===== config.mk =====
export PLATFORM = sky130hd
export DESIGN_NAME = sacl_queue
export DESIGN_NICKNAME = d
export VERILOG_FILES = /design/src/sv/sacl_queue.sv
export SDC_FILE = /design/constraint.sdc
export NUM_CORES = 1
export LEC_CHECK = 0
export BUFFER_PORTS_ARGS = -buffer_cell sky130_fd_sc_hd__buf_2
export CAP_MARGIN = 20
export CORE_MARGIN = 8
export CORE_UTILIZATION = 56
export CTS_BUF_LIST = sky130_fd_sc_hd__clkbuf_4 sky130_fd_sc_hd__clkbuf_8
export CTS_CLUSTER_SIZE = 20
export DETAILED_ROUTE_END_ITERATION = 8
export MAX_ROUTING_LAYER = met4
export PLACE_DENSITY = 0.86
export SLEW_MARGIN = 10
export SYNTH_ARGS = -nofsm -noshare
export SYNTH_HDL_FRONTEND = slang
export SYNTH_SLANG_ARGS = --single-unit

===== constraint.sdc =====
create_clock -name clk -period 3.4 [get_ports clk]
set_input_delay 0.51 -clock clk [delete_from_list [all_inputs] [get_ports clk]]
set_output_delay 0.51 -clock clk [all_outputs]
set_load 0.1 [all_outputs]

===== src/sv/sacl_queue.sv =====
`timescale 1ns / 1ps

module sacl_queue #(
  parameter int WIDTH = 8,
  parameter int DEPTH = 2
) (
  input  logic             clk,
  input  logic             rst,
  input  logic             push,
  input  logic [WIDTH-1:0] push_data,
  input  logic             pop,
  output logic [WIDTH-1:0] head,
  output logic             full,
  output logic             empty
);

  localparam int PW = (DEPTH > 1) ? $clog2(DEPTH) : 1;
  localparam int CW = $clog2(DEPTH + 1);

  logic [WIDTH-1:0] slots [DEPTH];
  logic [PW-1:0]    wr_ptr;
  logic [PW-1:0]    rd_ptr;
  logic [CW-1:0]    count;

  assign full  = (count == CW'(DEPTH));
  assign empty = (count == '0);
  assign head  = slots[rd_ptr];

  always_ff @(posedge clk) begin
    if (push) begin
      slots[wr_ptr] <= push_data;
    end
  end

  always_ff @(posedge clk) begin
    if (rst) begin
      wr_ptr <= '0;
      rd_ptr <= '0;
      count  <= '0;
    end else begin
      if (push) begin
        wr_ptr <= (wr_ptr == PW'(DEPTH - 1)) ? '0 : wr_ptr + PW'(1);
      end
      if (pop) begin
        rd_ptr <= (rd_ptr == PW'(DEPTH - 1)) ? '0 : rd_ptr + PW'(1);
      end
      if (push && !pop) begin
        count <= count + CW'(1);
      end else if (pop && !push) begin
        count <= count - CW'(1);
      end
    end
  end

endmodule


# [Word level (Yosys, flattened, before mapping)]
# Memories as Yosys holds them, arrays and structs flattened. A register that Yosys moved wholly into a read port is not among the register bits.
# Index checks and enable logic that the tools add are counted.
[op_classes] n_addsub=4 n_eq_ne=1 muxes=8 n_reduce_logical=6
[ops] op="2-to-1 mux 1 bit" n=6
[ops] op="2-to-1 mux 2 bit" n=2
[ops] op="adder 1 bit, second input constant" n=2
[ops] op="adder 2 x 1 -> 2 bit, second input constant" n=1
[ops] op="equality test 2 bit, second input constant" n=1
[ops] op="logical AND 1 bit" n=2
[ops] op="zero test 1 bit" n=2
[ops] op="zero test 2 bit" n=1
[ops] op="nonzero test 2 bit" n=1
[ops] op="subtractor 2 x 1 -> 2 bit, second input constant" n=1
[totals] reg_bits=4 mem_bits_rw=16 inputBits=12 out_inout_bits=10 memories=1
[memory_table] memory="slots" depth=2 word_bits=8 read_ports=1 rd_clocked_by_memory_dff=1 write_ports=1 line="20" source="logic [WIDTH-1:0] slots [DEPTH];"

# [Longest topological paths before layout]
# Gate-level depths: netlist (run 1).
[logic_depth] depth_word=4 ltp_mapped=5 mapped_depth_nobuf=5

# [Worst setup path after synthesis (run 1)]
# No wires, ideal clock.
[synth_path] path_type="register to output" startpoint="register count[0]" endpoint="output empty" arrival_ps=1582 required_time_ps=2890 path_slack_ps=1308 stages_incl_launch_ff=2 n_path_buf=0 path_cell_list="dfxtp_1 -> nor2_1"
[synth_between] elab_chain_cells=1
[synth_rtl] element="from (decl)" line="23" source="logic [CW-1:0] count;"
[synth_rtl] element="from (signal assigned)" line="48" source="count <= count + CW'(1);"
[synth_rtl] element="from (signal assigned)" line="50" source="count <= count - CW'(1);"
[synth_rtl] element="zero test 2 bit" line="26" source="assign empty = (count == '0);"
[synth_rtl] element="to (decl)" line="14" source="output logic empty"
# No other way between the ends.

==> results of run 1 <==
## kinds of logic after synthesis
group / Yosys count
AND/OR/NAND/NOR: 9
XOR/XNOR: 4
buffers and inverters: 2
multiplexers: 8
flip-flops: 21
adder cells (fa/ha/maj): 1
AO/OA/AOI/OAI: 2
## layout by cell type (no fill, tap or decap)
cell type | netlist | final
buf_2 | 1 | 21
a21oi_1 | 1 | 1
and2b_2 | 1 | 1
nor2_1 | 5 | 5
o21ai_0 | 1 | 1
and2_1 | 1 | 1
nor2b_1 | 1 | 1
mux2_2 | 8 | 8
dfxtp_1 | 5 | 5
xnor2_1 | 2 | 2
or3_1 | 1 | 1
inv_1 | 1 | 1
clkinv_2 | 0 | 1
clkbuf_4 | 0 | 3
ha_1 | 1 | 1
xor2_1 | 2 | 2
edfxtp_1 | 16 | 16
## layer usage
| layer | up-vias | part of all wire [%] | GRT usage [%] |
|---|---|---|---|
| met3 | 3 | 6.6 | 4.202 |
| met4 | 0 | 1.9 | 6.723 |
| met2 | 15 | 57 | 21.29 |
| li1 | 216 | - | - |
| met5 | - | 0 | - |
| met1 | 225 | 35 | 11.33 |
## how the worst min path moves through the flow
stage,startpoint,to,cells past startpoint
2_1_floorplan,count[1],count[1],2
3_3_place_gp,count[1],count[1],2
3_5_place_dp,rd_ptr,flop,2
4_1_cts,push_data[4],slots[1][4],1
5_1_grt,push_data[0],slots[0][0],1
6_report,push_data[4],slots[1][4],1
## per-stage QoR
| stage | total power [mW] | worst slack (ns) | instances | utilization [%] | cell area (µm²) |
|---|---|---|---|---|---|
| 2_1_floorplan | 0.4562 | 1.308 | 47 | - | 783.3 |
| 3_3_place_gp | 0.4815 | 1.718 | 82 | 69.33 | 902.1 |
| 3_5_place_dp | 0.4877 | 1.703 | 82 | 69.33 | 902.1 |
| 4_1_cts | 0.6016 | 1.353 | 86 | 71.44 | 929.6 |
| 5_1_grt | 0.6198 | 1.283 | 86 | 71.44 | 929.6 |
| 6_report | 0.5953 | 1.377 | 86 | 71.44 | 929.6 |
## power by group through the flow
stage,combinational [mW],sequential [mW],clock [mW]
detailed placement,0.173,0.314,0
floorplan,0.148,0.308,0
global route,0.181,0.311,0.128
CTS,0.174,0.308,0.119
finish,0.173,0.308,0.115
global placement,0.170,0.312,0
## final cells by class
cell class | count | share of cell area, %
tap | 15 | 2.019
inverter | 1 | 0.4038
timing repair buffer | 21 | 11.31
multi-input combinational | 24 | 20.86
clock buffer | 3 | 2.423
sequential | 21 | 62.45
clock inverter | 1 | 0.5384
## synth_stat cells
library cell   n
xnor2_1        2
edfxtp_1      16
buf_2          1
nor2_1         5
mux2_2         8
inv_1          1
and2_1         1
and2b_2        1
ha_1           1
dfxtp_1        5
or3_1          1
nor2b_1        1
a21oi_1        1
o21ai_0        1
xor2_1         2
## flip-flops by register name (all words and copies together), names as in the netlist, named ones only
register / cells
rd_ptr: 1
slots: 16
count: 2
wr_ptr: 1
==> impl_metrics.csv, run 1 <==
group,metric,value,unit
logic_synthesis,avgSynthCellArea,16.66,µm²
floorplanning,die_area,2852,µm²
floorplanning,die_x,53.40,µm
worst_setup_path,critical_path.n_buffers_inverters,1,
clock_tree,h-tree-depth,1,
sta,grt_setup_unrepaired,"false",
logic_synthesis,synth_cells,47,
layout,nFillCells,95,
global_routing,grt_use_total,12.19,%
global_routing,antenna_found_initial,0,
clock_tree,cts_tree,"yes",
drt,ant_nets,0,
worst_setup_path,worst-r2r-setup-slack,2.11,ns
clock_tree,cts_resized,0,
sta,period_needed,2.023,ns
power,power.density,640.3,nW/µm²
drt,drt-total-wl,1419,µm
drt,drtIter0Drc,7,
layout,syn2layout_area_growth,18.69,%
sta,slew_headroom,51.09,%
sta,finalSetupViolCount,0,
logic_synthesis,synthTopCellsByArea,"edfxtp_1 (61%), dfxtp_1 (13%), mux2_2 (12%), nor2_1 (2.4%), xnor2_1 (2.2%)",
run,cap_violations,0,
logic_synthesis,synth.net_count,60,
logic_synthesis,synth-adder-area-share,1.597,%
sta,hold_ws,0.3892,ns
power,comb_power_share,29.0,%
floorplanning,start_util,60.19,%
logic_synthesis,yosysUniqueCellTypes,15,
power,p_clk_share,19.2,%
worst_setup_path,start_kind,"flop",
sta,clock_skew,0.006700,ns
global_routing,grt_max_degree,13,
clock_tree,insertion_delay,0.30,ns
floorplanning,die_h,53.40,µm
drt,drc_errors,0,
layout,drive_gt1_share,47.89,%
run_status,status,"completed",
logic_synthesis,yosys_register_bits,21,
sta,final.period_utilization,59.50,%
drt,first_pass_iters,4,
power,p_seq_share,51.8,%
floorplanning,core,1301,µm²
drt,routedWlPerCell,16.50,µm
logic_synthesis,synth_area_leader_cell,"edfxtp_1",
logic_synthesis,syn_area,783.3,µm²
placement,gp_congestion,0.6494,
layout,diodes,0,
logic_synthesis,yosys-mux-area-fraction,11.50,%
floorplanning,ios,22,
global_routing,grt_pass1_wl,2401,µm
placement,io_buffers,21,
worst_setup_path,rr_startpoint,"wr_ptr",
clock_tree,cts_sinks,21,
sta,hold_violations,0,
logic_synthesis,synth_top_cell_area_share,61.34,%
global_routing,grt_pass1_vias,546,
power,switching_power,0.2199,mW
logic_synthesis,seq_area_frac_synth,74.12,%
logic_synthesis,synth-xor-area-share,4.473,%
drt,vias,459,
layout,fin_nets,85,
clock_tree,cts_buffer_depth,2,
worst_setup_path,rr_endpoint,"slots[0][2]",
sta,worst_pin_slew,0.7321,ns
logic_synthesis,synth-compound-area-share,1.278,%
clock_tree,cts_hold_buf,0,
worst_setup_path,endpoint,"head[3]",
logic_synthesis,yosys.area_share.simple,5.911,%
worst_setup_path,max_stage_delay,0.54,ns
worst_setup_path,critPathMaxFanout,8,
power,vdd_drop_max,0.3681,mV
worst_setup_path,reg2reg_depth,1,
clock_tree,clockRootBuffer,"clkbuf_4",
worst_setup_path,critical-path-top-delay-family,"flip-flops",
clock_tree,clkTransAtPathRegs,0.11,ns
power,sw_frac_of_total,36.94,%
clock_tree,post_cts_buffers,0,
sta,setup_tns,0,ns
floorplanning,fp-row-count,13,
hold_path,hp-class,"primary input to flop",
worst_setup_path,critical_path_required,2.89,ns
layout,ff_latch_area,580.6,µm²
worst_setup_path,path_class,"flop to primary output",
worst_setup_path,end_kind,"primary output",
logic_synthesis,yosysWarnings,0,
sta,maxSlewViolCount,0,
power,power.leakage,0.3753,nW
worst_setup_path,worstPathArrival,1.51,ns
clock_tree,cts_buffers,3,
drt,viasPerCell,5.337,
sta,fmax,494.3,MHz
worst_setup_path,path_cells,"mux2_2, buf_2",
layout,multi_input_area,193.9,µm²
worst_setup_path,crit_cells,2,
power,p_int,0.3754,mW
logic_synthesis,synth_top_family_by_area,"multiplexers",
global_routing,globalRoute.totalOverflow,0,
worst_setup_path,crit_path_top_delay_cell,"dfxtp_1",
No activity file was read; power rests on OpenSTA's default activity.
==> run 2: changes to the inputs <==
--- a/config.mk
+++ b/config.mk
@@ -8,12 +8,12 @@
 export BUFFER_PORTS_ARGS = -buffer_cell sky130_fd_sc_hd__buf_2
 export CAP_MARGIN = 20
 export CORE_MARGIN = 8
-export CORE_UTILIZATION = 56
+export CORE_UTILIZATION = 52
 export CTS_BUF_LIST = sky130_fd_sc_hd__clkbuf_4 sky130_fd_sc_hd__clkbuf_8
 export CTS_CLUSTER_SIZE = 20
 export DETAILED_ROUTE_END_ITERATION = 8
 export MAX_ROUTING_LAYER = met4
-export PLACE_DENSITY = 0.86
+export PLACE_DENSITY = 0.81
 export SLEW_MARGIN = 10
 export SYNTH_ARGS = -nofsm -noshare
 export SYNTH_HDL_FRONTEND = slang
==> constraint.sdc (replaced) <==
create_clock -name clk -period 2.1 [get_ports clk]
set_input_delay 0.315 -clock clk [delete_from_list [all_inputs] [get_ports clk]]
set_output_delay 0.315 -clock clk [all_outputs]
set_load 0.1 [all_outputs]
==> impl_metrics.csv, run 2 (synthesis results as in run 1) <==
group,metric,value,unit
sta,worst_pin_slew,0.7106,ns
global_routing,globalRoute.totalOverflow,0,
global_routing,grt_pass1_vias,482,
worst_setup_path,end_kind,"primary output",
layout,final_area,933.4,µm²
sta,hold_violations,0,
drt,viasPerCell,4.931,
layout,diodes,0,
worst_setup_path,critical_path_required,1.78,ns
power,vdd_drop_max,0.5217,mV
drt,drc_errors,0,
layout,mostFrequentLayoutCells,"buf_2 (21), edfxtp_1 (16), mux2_2 (8)",
placement,placed_area,903.4,µm²
layout,syn2layout_area_growth,19.17,%
clock_tree,cts_buffer_depth,2,
sta,finalSetupViolCount,0,
drt,first_pass_iters,4,
worst_setup_path,critical-path-top-delay-family,"flip-flops",
worst_setup_path,critical_path.n_buffers_inverters,1,
placement,gp_congestion,0.6429,
run,cap_violations,0,
layout,fin_nets,85,
placement,io_buffers,21,
clock_tree,cts_resized,0,
clock_tree,clockRootBuffer,"clkbuf_4",
worst_setup_path,critPathMaxFanout,8,
floorplanning,core,1454,µm²
sta,grt_setup_unrepaired,"false",
worst_setup_path,worst-r2r-setup-slack,0.83,ns
sta,period_needed,1.797,ns
global_routing,grt_max_degree,12,
sta,clock_skew,0.007058,ns
floorplanning,ios,22,
clock_tree,post_cts_buffers,0,
global_routing,grt_use_total,10.48,%
sta,fmax,556.5,MHz
sta,maxSlewViolCount,0,
global_routing,grt_pass1_wl,2056,µm
worst_setup_path,crit_path_top_delay_cell,"dfxtp_1",
floorplanning,die_x,54.81,µm
power,power.leakage,0.3760,nW
layout,ff_latch_area,580.6,µm²
drt,drt-total-wl,1405,µm
power,power.density,1038,nW/µm²
clock_tree,cts_buffers,3,
clock_tree,cts_hold_buf,0,
worst_setup_path,path_class,"flop to primary output",
placement,place_hpwl,1129,µm
floorplanning,start_util,53.87,%
drt,vias,429,
sta,slew_headroom,52.53,%
clock_tree,h-tree-depth,1,
worst_setup_path,max_stage_delay,0.52,ns
floorplanning,die_h,54.81,µm
sta,final.period_utilization,85.57,%
global_routing,antenna_found_initial,0,
floorplanning,fp-row-count,14,
layout,reg_top3,"slots x16, count x2",
layout,largest_reg_flops,16,
layout,nFillCells,127,
clock_tree,cts_tree,"yes",
drt,drtIter0Drc,6,
layout,regMostFlops,"slots",
layout,drive_gt1_share,47.89,%
run_status,status,"completed",
floorplanning,die_area,3004,µm²
clock_tree,clkTransAtPathRegs,0.11,ns
clock_tree,insertion_delay,0.29,ns
drt,ant_nets,0,
worst_setup_path,start_kind,"flop",
worst_setup_path,worstPathArrival,1.48,ns
worst_setup_path,path_cells,"mux2_2, buf_2",
sta,setup_tns,0,ns
hold_path,hp-class,"primary input to flop",
clock_tree,cts_sinks,21,
layout,final_common_cell,"buf_2",
layout,multi_input_area,193.9,µm²
drt,routedWlPerCell,16.15,µm
==> run 2: final timing paths <==
path / from / endpoint / cells past startpoint
worst min-delay path: push_data[3] / slots[1][3] / 1
worst min register to register: count[1] / count[1] / 2
worst max-delay path: flop / head[2] / 2
worst max register to register: wr_ptr / slots[0][1] / 1
==> run 2: final cells by class <==
cell class / instances / area share, %
multi-input cells: 24 / 20.78
flip-flops and latches: 21 / 62.20
clock buffers: 4 / 3.217
inverters: 1 / 0.4021
well taps: 16 / 2.145
repair buffers: 21 / 11.26
==> run 2: per-stage QoR <==
| step | power, mW | util [%] | worst slack, ns | hold slack, ns | instances |
|---|---|---|---|---|---|
| finish | 0.9691 | 64.20 | 0.3029 | 0.2055 | 87 |
| global route | 1.006 | 64.20 | 0.2363 | 0.1919 | 87 |
| CTS | 0.9797 | 64.20 | 0.2767 | 0.1976 | 87 |
| detailed placement | 0.7885 | 62.13 | 0.6065 | 0.5071 | 83 |
| global placement | 0.7794 | 62.13 | 0.6015 | 0.4796 | 83 |
| floorplan | 0.7386 | - | 0.2032 | 0.3841 | 47 |
==> run 2: metal layers <==
layer  track usage [%]  vias up  part of all wire, %
li1                  -      216                    -
met1             9.935      199                   37
met2             18.11       12                   55
met3             3.261        2                  6.1
met4             6.148        0                  1.3
met5                 -        -                    0
==> run 2: power by group <==
group          internal [mW]  switching (mW)
registers              0.480          0.0193
logic                 0.0570           0.221
clock network         0.0867           0.106
total                  0.623           0.346
