## src/sv/sacl_pkg.sv

```systemverilog
`timescale 1ns / 1ps

package sacl_pkg;

  // Configuration register widths and indexes
  localparam int SET_BITS_W   = 3;
  localparam int WAYS_W       = 4;
  localparam int BLOCK_BITS_W = 6;
  localparam int CFG_DATA_W   = 6;
  localparam int CFG_INDEX_W  = 2;

  localparam logic [CFG_INDEX_W-1:0] CFG_SET_BITS   = 2'd0;
  localparam logic [CFG_INDEX_W-1:0] CFG_WAYS       = 2'd1;
  localparam logic [CFG_INDEX_W-1:0] CFG_BLOCK_BITS = 2'd2;

  localparam logic [WAYS_W-1:0] WAYS_RESET = 4'd1;

  // Access kinds
  localparam int MODE_W = 2;
  localparam logic [MODE_W-1:0] MODE_LOAD   = 2'd0;
  localparam logic [MODE_W-1:0] MODE_STORE  = 2'd1;
  localparam logic [MODE_W-1:0] MODE_MODIFY = 2'd2;

  localparam int ADDR_W = 64;
  localparam int TAG_W  = 64;

  // Set index before wrapping: at most 2**SET_BITS_W - 1 bits wide
  localparam int RAW_IDX_W    = (1 << SET_BITS_W) - 1;
  localparam int RAW_IDX_SPAN = 1 << RAW_IDX_W;

  // Stream payloads
  localparam int S_TDATA_W = 72;
  localparam int M_TDATA_W = 8;
  localparam int HIT_CNT_W = 2;

  localparam logic [HIT_CNT_W-1:0] HITS_NONE = 2'd0;
  localparam logic [HIT_CNT_W-1:0] HITS_ONE  = 2'd1;
  localparam logic [HIT_CNT_W-1:0] HITS_TWO  = 2'd2;

endpackage

```

## src/sv/sacl_front.sv

```systemverilog
`timescale 1ns / 1ps

module sacl_front #(
  parameter int MAX_SETS = 64,
  parameter int SW       = 6
) (
  input  logic                               s_tvalid,
  output logic                               s_tready,
  input  logic [sacl_pkg::S_TDATA_W-1:0]     s_tdata,
  input  logic [sacl_pkg::SET_BITS_W-1:0]    set_bits,
  input  logic [sacl_pkg::BLOCK_BITS_W-1:0]  block_bits,
  input  logic                               clearing,
  input  logic                               q_full,
  output logic                               q_push,
  output logic [sacl_pkg::TAG_W+SW:0]        q_data
);

  import sacl_pkg::*;

  logic [MODE_W-1:0]    mode;
  logic [ADDR_W-1:0]    address;
  logic [ADDR_W-1:0]    addr_shifted;
  logic [RAW_IDX_W-1:0] idx_mask;
  logic [RAW_IDX_W-1:0] raw_idx;
  logic [RAW_IDX_W-1:0] tag_shift;
  logic [TAG_W-1:0]     tag;
  logic [SW-1:0]        set_idx;
  logic                 modify;
  logic [SW-1:0]        wrap_tab [RAW_IDX_SPAN];

  // Set index modulo the number of sets held
  for (genvar g = 0; g < RAW_IDX_SPAN; g++) begin : g_wrap
    assign wrap_tab[g] = SW'(g % MAX_SETS);
  end

  assign mode    = s_tdata[MODE_W-1:0];
  assign address = s_tdata[MODE_W +: ADDR_W];
  assign modify  = (mode == MODE_MODIFY);

  assign addr_shifted = address >> block_bits;
  assign idx_mask     = RAW_IDX_W'((8'd1 << set_bits) - 8'd1);
  assign raw_idx      = addr_shifted[RAW_IDX_W-1:0] & idx_mask;
  assign set_idx      = wrap_tab[raw_idx];

  assign tag_shift = RAW_IDX_W'(block_bits) + RAW_IDX_W'(set_bits);
  assign tag       = (tag_shift >= RAW_IDX_W'(64)) ? '0 : (address >> tag_shift[5:0]);

  assign s_tready = !q_full && !clearing;
  assign q_push   = s_tvalid && s_tready;
  assign q_data   = {tag, set_idx, modify};

endmodule

```

## config.mk

```make
export PLATFORM = sky130hd
export DESIGN_NAME = sacl_front
export DESIGN_NICKNAME = d
export VERILOG_FILES = /design/src/sv/sacl_pkg.sv /design/src/sv/sacl_front.sv
export SDC_FILE = /design/constraint.sdc
export NUM_CORES = 1
export LEC_CHECK = 0
export ABC_AREA = 0
export BUFFER_PORTS_ARGS = -buffer_cell sky130_fd_sc_hd__buf_2
export CAP_MARGIN = 20
export CELL_PAD_IN_SITES_DETAIL_PLACEMENT = 1
export CELL_PAD_IN_SITES_GLOBAL_PLACEMENT = 2
export CORE_ASPECT_RATIO = 0.8
export CORE_MARGIN = 2
export CORE_UTILIZATION = 37
export DETAILED_ROUTE_END_ITERATION = 6
export PLACE_DENSITY_LB_ADDON = 0.25
export SLEW_MARGIN = 15
export SYNTH_ARGS = -nofsm -noshare
export SYNTH_HDL_FRONTEND = slang
export SYNTH_SLANG_ARGS = --single-unit
```

## constraint.sdc

```tcl
create_clock -name vclk -period 5.8
set_input_delay 0.29 -clock vclk [all_inputs]
set_output_delay 0.29 -clock vclk [all_outputs]
set_load 0.05 [all_outputs]
```

* Yosys cells after proc, flatten, opt, wreduce, memory -nomap -nowiden
Memories as Yosys holds them, arrays and structs flattened.
Index checks and enable logic that the tools add are counted.
Widths: inputs -> output; s select.
** Cells by class
- $add $sub $neg :: 2
- Mux-type cells :: 3
- Shift-type cells :: 3
- Bitwise logic cells :: 2
- Eq/ne operators :: 1
- Magnitude comparators :: 2
- Reduce and logical (&&, ||, !) cells :: 4
** Operators by type and width (number)
- $mux 64 :: 1
- $shr 64x6->64 :: 1
- $shr 64x6->7 :: 1
- $mux 6 :: 2
- $ge 8x8->1 const B :: 1
- $not 7->8 :: 1
- $add 6x3->7 :: 1
- $and 7x7->7 :: 1
- $ge 7x7->1 const B :: 1
- $shl 1x3->7 const A :: 1
- $sub 7x1->7 const B :: 1
- $eq 2x2->1 const B :: 1
- $logic_and 1x1->1 :: 2
- $logic_not 1->1 :: 2
** Storage, ports and cells
- Bits of input ports :: 84
- Memories kept :: 1
- Bits in registers :: 0
- Output and inout port bits :: 73
- Word-level logic and storage cells :: 18
- Memory bits (read-only) :: 768
** Memories
- (name not given) :: depth 128, bits a word 6, read ports 1, clocked after memory_dff 0, write ports 0, RTL line sacl_front.sv:43 : assign set_idx = wrap_tab[raw_idx];

* Longest topological paths before layout
Gate-level depths: netlist of run 1.
- Word-level depth :: 7
- Gate-level depth with buffers :: 11
- Gate-level depth less buffers :: 9

* Worst setup path after synthesis of run 1
No wires, ideal clock.
- Path kind :: input-to-output
- Start point :: in set_bits[0] in the netlist's numbering
- End point :: out q_data[43] in the netlist's numbering
- Arrival time :: 3389 ps
- Buffers on the path :: 2
- Path slack :: 2121 ps
- Data required time :: 5510 ps
- Stages :: 10
- Path through :: ha_1 > fa_1 > buf_2 > clkbuf_1 > mux4_2 > and2_1 > o211ai_1 > o211ai_1 > nor2_1 > a211oi_1
** On the way
- Cells in the longest elaborated chain, start to end :: 3
- Elaborated cells on any way between the ends :: 4
- Classes of those cells :: 1 x add/sub; 1 x order compare; 1 x shift; 1 x mux
** RTL lines
- start: declaration :: RTL line sacl_front.sv:10 : input logic [sacl_pkg::SET_BITS_W-1:0] set_bits,
- $add 6x3->7 * :: RTL line sacl_front.sv:45 : assign tag_shift = RAW_IDX_W'(block_bits) + RAW_IDX_W'(set_bits);
- $shr 64x6->64 or $ge 7x7->1 (tied branches) :: RTL line sacl_front.sv:46 : assign tag = (tag_shift >= RAW_IDX_W'(64)) ? '0 : (address >> tag_shift[5:0]);
- $mux 64 * :: RTL line sacl_front.sv:46
- end: declaration :: RTL line sacl_front.sv:15 : output logic [sacl_pkg::TAG_W+SW:0] q_data
Every way passes the cells marked *; elsewhere a longest branch is shown, timed or not.

* Worst setup path after layout of run 1
- Start point :: in set_bits[0] in the netlist's numbering
- End point :: out q_data[17] in the netlist's numbering
Same word-level chain as after synthesis.

==> results, run 1 <==
- The flow ran to the end, and the final reports show no timing, DRC or antenna violations.
- The required time of the critical path is 5.51 ns.
- Setup repair after global routing left no endpoint under its margin.
- The cts-stage hold buffer count is 0.
- Summed over all failing endpoints, the final setup total negative slack is 0 ns.
- The post-synthesis mux area share is 51.4%.
- Registers take 0 sq um.
- The first global-routing pass estimated 45200 microns of wire.
- The floorplan step set the die height to 124 microns.
- For this design the top-level I/O count stands at 157.
- The initial antenna violation count is 0.
- The post-route netlist has 37.1% of its cells at a drive strength greater than 1.
- The number of I/O port buffers is 151.
- Global routing consumed, over all layers together, 30.3% of the routing resources.
- Once detailed placement completed, the half-perimeter wirelength came to 23100 microns.
- The fmax is 0.233 GHz.
- The combinational group share of total power is 100.0%.
- The stage delay of the slowest cell on the critical path is 1.00 ns.
- Counting the fill cells in the layout gives 2107.
- The post-synthesis sequential area ratio is 0%.
- The worst pin sits at a relative slew slack of 31.6%.
- The count of final max-slew check failures is 0.
- The post-synthesis area per instance is 8.60 sq um.
- STA classifies the critical path startpoint as a primary input.
- The largest area contributor in the synthesized netlist is mux4_2.
- Of the total synthesized cell area, the portion taken by AND, OR, NAND and NOR gates is 17.0%.
- Summing every instance area after synthesis gives 6680 sq um.
- The multi-input combinational cells in the finished layout cover a total of 6260 sq um.
- The share of synthesized cell area in full adder, half adder and majority cells is 1.05%.
- The number of global-route vias before repair is 7486.
- The final layout contains 957 nets.
- Of the total power, registers draw 0%.
- The placeable core region is 17500 sq um.
- The worst setup path is captured at an output pin.
- The largest net degree at the start of global routing is 67.
- The number of sequential cells in the layout is 0.
- The worst hold path begins at s_tdata[0].
- The residual overflow from global routing is 0.
- In this run the power density over the cells is 218 nW/um^2.
- The actual transition at the worst max-transition pin is 1.03 ns.
- Once placement finished, the instance area stood at 7480 sq um.
- In this run the post-CTS setup repair buffer count came out at 0.
- The commonest cells after synthesis are nand2_1 (116), mux4_2 (110), mux2i_1 (70), nor2_1 (61), a21oi_1 (46).
- The die outline area is 19100 sq um.
- The area added between synthesis and finish is 12.4%.
- Dividing the final minimum period by the clock period gives 74.1%.
- The number of buffers and inverters on the critical path is 3.
- Summing the areas of all compound-gate instances in the mapped netlist gives 22.6% of the synthesized area.
- The most used standard cell by instance count after synthesis is nand2_1.
- The peak supply drop is 99.9 uV.
- Internal power comes to 0.000545 W.
- The largest family of logic cells by synthesized area is multiplexers.
- The Yosys step of the flow raised 0 warnings.
- The share of Yosys cell area claimed by the top area cell type is 37.1%.
- For the worst setup path, the data arrival time is 4.01 ns.
- The number of antenna diodes in the final layout is 0.
- The max-capacitance violation count is 0.
- The number of hold violations in the final report is 0.
- The area share of xor/xnor cells in the synthesized design is 0.993%.
- Once the floorplan was initialized, standard cells occupied 38.2% of the core.
- Per report_power, the clock group accounts for 0% of the total.
- The initialized floorplan defines 43 standard-cell rows.
- The DRC violation count after routing is 0.
- The end point of the worst hold path is q_data[0].
- Summing all non-filler instances in the final layout gives an area of 7510 sq um.
- After synthesis, the netlist uses 67 different library cells.
- Walking the worst path, the cells encountered are buf_2 -> ha_4 -> fa_2 -> clkinv_1 -> mux2_2 -> nand2_1 -> nand2_1 -> o21ai_0 -> o221ai_1 -> buf_2.
- Post-CTS repair changed the size of 0 cells.
- Synthesis handed over a netlist of 777 instances.
- Summed over all cells, the static leakage comes to 2.95 nW.
- The slowest stage of the critical path is the fa_2 cell.
- The residual antenna-violating net count after detailed routing is 0.
- The path category of the worst min-delay check is primary input to output pin.
- The detail-routed via count per cell is 7.03.
- The violation count after the first detailed-route iteration is 737.
- The number of search-and-repair iterations in the first detailed-routing pass is 5.
- The clock period minus worst slack is 4.30 ns.
- The die outline width is 154 microns.
- The count of clock-net buffers in the final layout is 0.
- The post-detailed-route wirelength per cell is 27.5 microns.
- By area the synthesized netlist is led by mux4_2 (37%), mux2i_1 (10%), nand2_1 (6.5%).
- The critical path in this run is classified as primary input to output pin.
- The largest fanout on the critical path is 33.
- The number of cells traversed by the worst hold path is 3.
- Net switching is 66.7% of the power.
- The kind of cell adding the most delay to the critical path is adder cells.
- The routed wire length is 30000 microns.
- The switching power summed over all nets is 0.00109 W.
- The total number of vias is 7665.
- At the end of routability-driven placement, the weighted congestion stood at 0.973.
- The net count of the mapped netlist is 866.
- The final number of setup-violating endpoints is 0.
worst max path at each step:
stage / startpoint / end / cells past startpoint
after floorplan: set_bits[0] / q_data[43] / 10
after global placement: set_bits[0] / q_data[39] / 11
after global routing: set_bits[0] / q_data[17] / 10
final: set_bits[0] / q_data[17] / 10
after detailed placement: set_bits[0] / q_data[39] / 11
after CTS: set_bits[0] / q_data[39] / 11
worst min-delay path, stage by stage:
cell     delay [ns]
buf_2          0.07
nor2b_1        0.03
buf_2          0.20
layout by cell type (no fill, tap or decap), drive strengths merged, types with 3 or more instances in the layout:
master   count
a211oi      16
a21o         3
a21oi       48
a22oi       19
a2bb2oi     10
a31oi       10
and2        20
buf        170
clkinv       4
ha           4
inv          4
mux2        21
mux2i       71
mux4       110
nand2      117
nand2b       9
nand3       14
nor2        63
nor2b        3
nor3        11
nor4         3
o2111ai      3
o211ai      24
o21ai       37
o221ai      13
o22ai        4
o311ai       3
o31ai        3
o32ai        8
or2          3
or3          6
xor2         3
cells by family (layout without fill, tap and decap cells):
kind of cell | count (synthesis) | count (layout)
AOI/OAI and AO/OA | 220 | 220
muxes | 202 | 202
adders and majority gates | 5 | 5
xor gates and xnor gates | 5 | 5
and+or+nand+nor | 256 | 256
buffers and inverters | 89 | 178
area by class of cell:
class | count | area share [%]
inverter | 8 | 0.400
tap | 225 | 3.75
multi-input combinational | 688 | 83.4
timing repair buffer | 170 | 12.4
power groups by stage:
stage / combinational, W / sequential [W] / clock, W
finish: 0.00164 / 0 / 0
global placement: 0.00157 / 0 / 0
CTS: 0.00161 / 0 / 0
floorplan: 0.00119 / 0 / 0
detailed placement: 0.00160 / 0 / 0
global route: 0.00173 / 0 / 0
layer usage:
layer / vias to the layer above / global-route usage [%] / routed length (microns)
met1: 3925 / 42.7 / 12800
met3: 38 / 7.13 / 3080
met5: - / 0 / 0
met4: 0 / 3.56 / 365
met2: 393 / 49.2 / 13800
li1: 3309 / - / -
stage by stage:
step / worst slack (ns) / hold WS (ns) / cells / total power (W) / util (%)
3_3_place_gp: 1.58 / 0.885 / 1090 / 0.00157 / 42.8
3_5_place_dp: 1.53 / 0.884 / 1090 / 0.00160 / 42.8
4_1_cts: 1.53 / 0.884 / 1090 / 0.00161 / 42.8
6_report: 1.50 / 0.881 / 1091 / 0.00164 / 42.9
2_1_floorplan: 2.12 / 0.756 / 777 / 0.00119 / -
5_1_grt: 1.30 / 0.898 / 1091 / 0.00173 / 42.9
Power figures use the tool's default switching activity.
==> run 2: changes to the inputs <==
CORE_UTILIZATION = 34   (was 37)
clock period = 4.13 ns   (was 5.8 ns; I/O delays follow)
==> run 2 against run 1 <==
Worst hold slack worse by 0.16 ns. Sequential cell count stayed put. Die area is 8.6% higher. Critical endpoint is now q_data[9].
==> results, run 2 (synthesized netlist as in run 1, its figures left out) <==
- The fmax is 0.278 GHz.
- By startpoint and endpoint, the worst setup path is classified as primary input to output pin.
- The count of clock-net buffers in the final layout is 0 (unchanged).
- The stage delay of the slowest cell on the critical path is 0.63 ns (-0.37 ns).
- The post-route worst hold slack came to 0.723 ns (-0.158 ns).
- The worst setup path is launched from a primary input.
- The cell area after placement is 7660 sq um (+2.4%).
- The number of search-and-repair iterations in the first detailed-routing pass is 5 (unchanged).
- The die outline area was 20800 sq um (+8.6%).
- The startpoint of the most critical hold path is q_full.
- The post-CTS resize count is 0 (unchanged).
- The post-detailed-route wirelength per cell is 27.1 microns (-1.4%).
- The number of global-route vias before repair is 7566 (+1.1%).
- The global-route wire length before repair is 46900 microns (+3.9%).
- The peak supply drop is 160 uV (+60%).
- The area added between synthesis and finish is 14.7%.
- The slowest cell on the critical path is nor2_2.
- The actual transition at the worst max-transition pin is 1.05 ns (+0.0278 ns).
- The initial antenna violation count is 0 (unchanged).
- The relative slew slack was 29.7% (-1.9 points).
- The cell area after layout is 7660 sq um (+2.0%).
- The clock period minus worst slack is 3.60 ns.
- The cts-stage hold buffer count is 0 (unchanged).
- The detailed placement HPWL is 24400 microns (+5.8%).
- The initial standard-cell utilization of the core is 34.9% (-3.3 points).
- The commonest non-fill, non-tap cell in the layout is buf_2.
- The path with the worst hold slack has its endpoint at s_tready.
- The DRC violation count after routing came to 0 (unchanged).
- The number of I/O port buffers is 151 (unchanged).
- The number of cells in the design after placement is 1136 (+4.2%).
- The data arrival time of the worst path is 3.39 ns (-0.62 ns).
- The final number of setup-violating endpoints was 0 (unchanged).
- The max-capacitance violation count is 0 (unchanged).
- The overall die height is 129 microns (+4.2%).
- The die outline width came to 161 microns (+4.2%).
- The global routing usage summed across all routing layers is 28.9% (-1.4 points).
- The count of fill cells added during filler insertion is 2311 (+9.7%).
- The path class of the tightest hold or removal check is primary input to output pin.
- The largest fanout on the critical path came to 17 (-48%).
- The total power draw was 0.00233 W (+43%).
- Setup repair after global routing left no endpoint under its margin.
- The power per cell area came to 305 nW/um^2 (+40%).
- Walking the worst path, the cells encountered are buf_2 -> ha_1 -> a21o_1 -> nand2_1 -> xnor2_2 -> buf_4 -> nor2_2 -> o211ai_1 -> o221ai_1 -> buf_2.
- The residual antenna-violating net count after detailed routing is 0 (unchanged).
- The total negative setup slack is 0 ns (unchanged).
- The diode insertion count for antenna repair was 0 (unchanged).
- The sequential cell area came to 0 sq um (unchanged).
- The number of hold violations in the final report is 0 (unchanged).
- The post-CTS setup buffer count is 0 (unchanged).
- The static leakage was 3.01 nW (+2.2%).
- The count of final max-slew check failures was 0 (unchanged).
- The routed wire length is 30800 microns (+2.6%).
- The detail-routed via count per cell is 6.72 (-4.3%).
- The run finished with clean final reports.
- The post-route clock period utilization is 87.1%.
- The violation count after the first detailed-route iteration is 703 (-4.6%).
- The number of primary I/O pins is 157 (unchanged).
- The number of cells traversed by the worst hold path is 3 (unchanged).
- In the layout the commonest cells are buf_2 (150), nand2_1 (116), mux4_2 (110).
- The most common cell type on the critical path is buf_2.
- The share of post-route cells with drive strength above 1 was 37.9% (+0.86 points).
- The final RePlAce weighted congestion is 0.944 (-3.0%).
- The largest net degree at the start of global routing came to 73 (+9.0%).
- The placeable core region is 19100 sq um (+9.5%).
- The placement row count is 45 (+4.7%).
- The net count of the finished layout is 969 (+1.3%).
- The total number of vias is 7638 (-0.35%).
- The residual overflow from global routing was 0 (unchanged).
- The worst setup path is captured at an output pin.
- The multi-input gate area in the final layout is 6250 sq um (-0.18%).
- The number of non-filler instances in the completed layout is 1136 (+4.1%).
- The number of sequential cells in the layout is 0 (unchanged).
- The required time of the critical path was 3.92 ns (-1.59 ns).
## run 2: changes by cell type in the layout (fill, tap and decap cells not counted)
cell / previous run / this run
buf_12: 1 / 5
xor2_4: 1 / 0
buf_16: 1 / 0
xor2_2: 1 / 2
buf_4: 18 / 27
## run 2: area by class of cell
class                           count  share of cell area, %
Timing Repair Buffer              182                   13.8
Multi-Input combinational cell    688                   81.6
Inverter                            8                  0.392
Tap cell                          258                   4.21
## run 2: how the worst max path moves through the flow
stage / startpoint / endpoint / slack (ns) / depth (start not counted)
2_1_floorplan: set_bits[0] / q_data[43] / 0.62 / 10
3_3_place_gp: set_bits[2] / q_data[9] / 0.67 / 10
3_5_place_dp: set_bits[2] / q_data[68] / 0.64 / 10
4_1_cts: set_bits[2] / q_data[66] / 0.63 / 10
5_1_grt: set_bits[2] / q_data[68] / 0.42 / 9
6_report: set_bits[2] / q_data[9] / 0.53 / 10
## run 2: power by group
part	total, W	switching [W]	internal [W]
Sequential	0	0	0
Combinational	0.00233	0.00155	0.000785
Clock	0	0	0
Total	0.00233	0.00155	0.000785
## run 2: layer usage
layer	vias to the layer above	share of wire, %	GRT usage (%)
met3	30	9.4	7.01
li1	3328	-	-
met5	-	0	0
met1	3914	44	41.4
met2	366	45	46.1
met4	0	1.1	3.05
## run 2: worst max-delay path, delay by kind of cell
family / cells / cell delay (ns)
and+or+nand+nor: 2 / 0.81
adders and majority gates: 1 / 0.55
AOI/OAI and AO/OA: 3 / 0.93
xor gates and xnor gates: 1 / 0.20
buffers and inverters: 3 / 0.66
## run 2: through the flow
step	worst slack, ns	utilization (%)
3_3_place_gp	0.666	40.0
5_1_grt	0.420	40.0
2_1_floorplan	0.618	-
6_report	0.531	40.0
3_5_place_dp	0.645	40.0
4_1_cts	0.632	40.0
==> run 3: changes to the inputs <==
CORE_ASPECT_RATIO = default   (was 0.8)
==> run 3 against run 2 <==
Cell count is 1.4% higher. Highest routed layer unchanged. Via count is 1.0% lower. Critical path depth is 1 lower.
==> results, run 3 (synthesized netlist as in run 1, its figures left out) <==
- The placement row count is 51 (+13%).
- The number of hold violations in the final report is 0 (unchanged).
- The detailed placement HPWL came to 25200 microns (+3.2%).
- Leaving out fill and tap cells, the most frequent cell in the layout is buf_2.
- The number of buffers and inverters on the critical path is 2 (-1).
- The net count of the finished layout is 978 (+0.93%).
- The peak supply drop was 171 uV (+7.1%).
- The kind of cell adding the most delay to the critical path is simple AND/OR/NAND/NOR gates.
- The area added between synthesis and finish is 15.4%.
- The path category of the worst min-delay check is primary input to output pin.
- The routed wire length is 31500 microns (+2.3%).
- The number of I/O port buffers is 151 (unchanged).
- The count of clock-net buffers in the final layout came to 0 (unchanged).
- Setup repair after global routing left no endpoint under its margin.
- The max-capacitance violation count is 0 (unchanged).
- The diode insertion count for antenna repair is 0 (unchanged).
- The final RePlAce weighted congestion came to 0.929 (-1.6%).
- The share of post-route cells with drive strength above 1 came to 38.6% (+0.63 points).
- The flow ran to the end, and the final reports show no timing, DRC or antenna violations.
- The power per cell area is 308 nW/um^2 (+0.92%).
- The initial standard-cell utilization of the core came to 34.4% (-0.46 points).
- The static leakage is 3.04 nW (+1.1%).
- The end point of the worst hold path is q_data[0].
- The number of sequential cells in the layout is 0 (unchanged).
- The total negative setup slack is 0 ns (unchanged).
- The fmax was 0.258 GHz (-7.1%).
- The placeable core region came to 19400 sq um (+1.3%).
- The post-CTS setup buffer count is 0 (unchanged).
- The count of final max-slew check failures was 0 (unchanged).
- The most common cell type on the critical path is buf_2.
- The global routing usage summed across all routing layers is 29.7% (+0.76 points).
- The residual antenna-violating net count after detailed routing is 0 (unchanged).
- The sort of element at the end of the critical path is an output pin.
- The met2 demand-to-capacity share in global routing is 49.9% (+3.8 points).
- The number of global-route vias before repair is 7529 (-0.49%).
- The global-route wire length before repair came to 47300 microns (+0.84%).
- The post-detailed-route wirelength per cell was 27.4 microns (+0.90%).
- Traced cell by cell, the critical path runs through buf_2 -> ha_1 -> nand3_2 -> a21oi_1 -> mux2i_2 -> nand2b_1 -> a2bb2oi_1 -> o211ai_1 -> buf_2.
- The clock period minus worst slack came to 3.87 ns (+0.276 ns).
- The required time of the critical path was 3.92 ns (about the same).
- The total power draw came to 0.00237 W (+1.6%).
- The type of origin of the critical path is a primary input.
- In this run the most critical hold path is launched from s_tdata[0].
- The most used routing layer is met2.
- The met1 track demand over resource is 40.6% (-0.74 points).
- The slowest cell on the critical path is mux2i_2.
- The detail-routed via count per cell came to 6.56 (-2.4%).
- The relative slew slack is 44.3% (+15 points).
- The total number of vias is 7558 (-1.0%).
- The post-route clock period utilization is 93.8% (+6.7 points).
- Leaving out fill and tap cells, the most frequent cells in the layout are buf_2 (150), nand2_1 (116), mux4_2 (110).
- The overall die height is 144 microns (+11%).
- The actual transition at the worst max-transition pin is 0.835 ns (-0.219 ns).
- The largest net degree at the start of global routing came to 63 (-14%).
- The residual overflow from global routing is 0 (unchanged).
- The met3 routing resource usage after global routing is 5.86% (-1.1 points).
- The cts-stage hold buffer count is 0 (unchanged).
- The critical path is of the primary input to output pin type.
- The number of search-and-repair iterations in the first detailed-routing pass came to 5 (unchanged).
- The initial antenna violation count is 0 (unchanged).
- The number of primary I/O pins is 157 (unchanged).
- The stage delay of the slowest cell on the critical path was 0.72 ns (+0.09 ns).
- The violation count after the first detailed-route iteration was 780 (+11%).
- The depth of the critical timing path with buffers and inverters included is 9 (-1).
- The DRC violation count after routing was 0 (unchanged).
- The data arrival time of the worst path was 3.67 ns (+0.28 ns).
- The sequential cell area was 0 sq um (unchanged).
- The post-CTS resize count is 0 (unchanged).
- The die outline width is 144 microns (-10%).
- The number of cells traversed by the worst hold path is 3 (unchanged).
- The die outline area was 20800 sq um (about the same).
- The largest fanout on the critical path is 15 (-2).
- The final number of setup-violating endpoints is 0 (unchanged).
-- run 3: routing by layer --
layer | up-vias | part of all wire (%)
li1 | 3350 | -
met1 | 3823 | 42
met2 | 347 | 48
met3 | 38 | 8.6
met4 | 0 | 1.6
met5 | - | 0
-- run 3: cell type report --
cell class	instances	area, sq um
Tap cell	265	332
Fill cell	2395	11700
Multi-Input combinational cell	688	6260
Timing Repair Buffer	191	1080
Inverter	8	30.0
-- run 3: power breakdown --
group	internal [W]	switching (W)
logic	0.000796	0.00158
registers	0	0
clock network	0	0
-- run 3: worst max path at each step --
stage | start | end | slack (ns)
2_1_floorplan | set_bits[0] | q_data[43] | 0.62
3_3_place_gp | set_bits[2] | q_data[35] | 0.52
3_5_place_dp | set_bits[2] | q_data[7] | 0.40
4_1_cts | set_bits[2] | q_data[7] | 0.42
5_1_grt | set_bits[2] | q_data[7] | 0.13
6_report | set_bits[2] | q_data[7] | 0.26
-- run 3: through the flow --
stage                     cells  instance area, sq um  setup slack [ns]  hold WS, ns  util (%)
after floorplan             777                  6680             0.618        0.589         -
after global placement     1152                  7700             0.518        0.714      39.7
after detailed placement   1152                  7700             0.404        0.721      39.7
after CTS                  1152                  7700             0.422        0.721      39.7
after global routing       1152                  7710             0.126        0.746      39.7
final                      1152                  7710             0.255        0.718      39.7
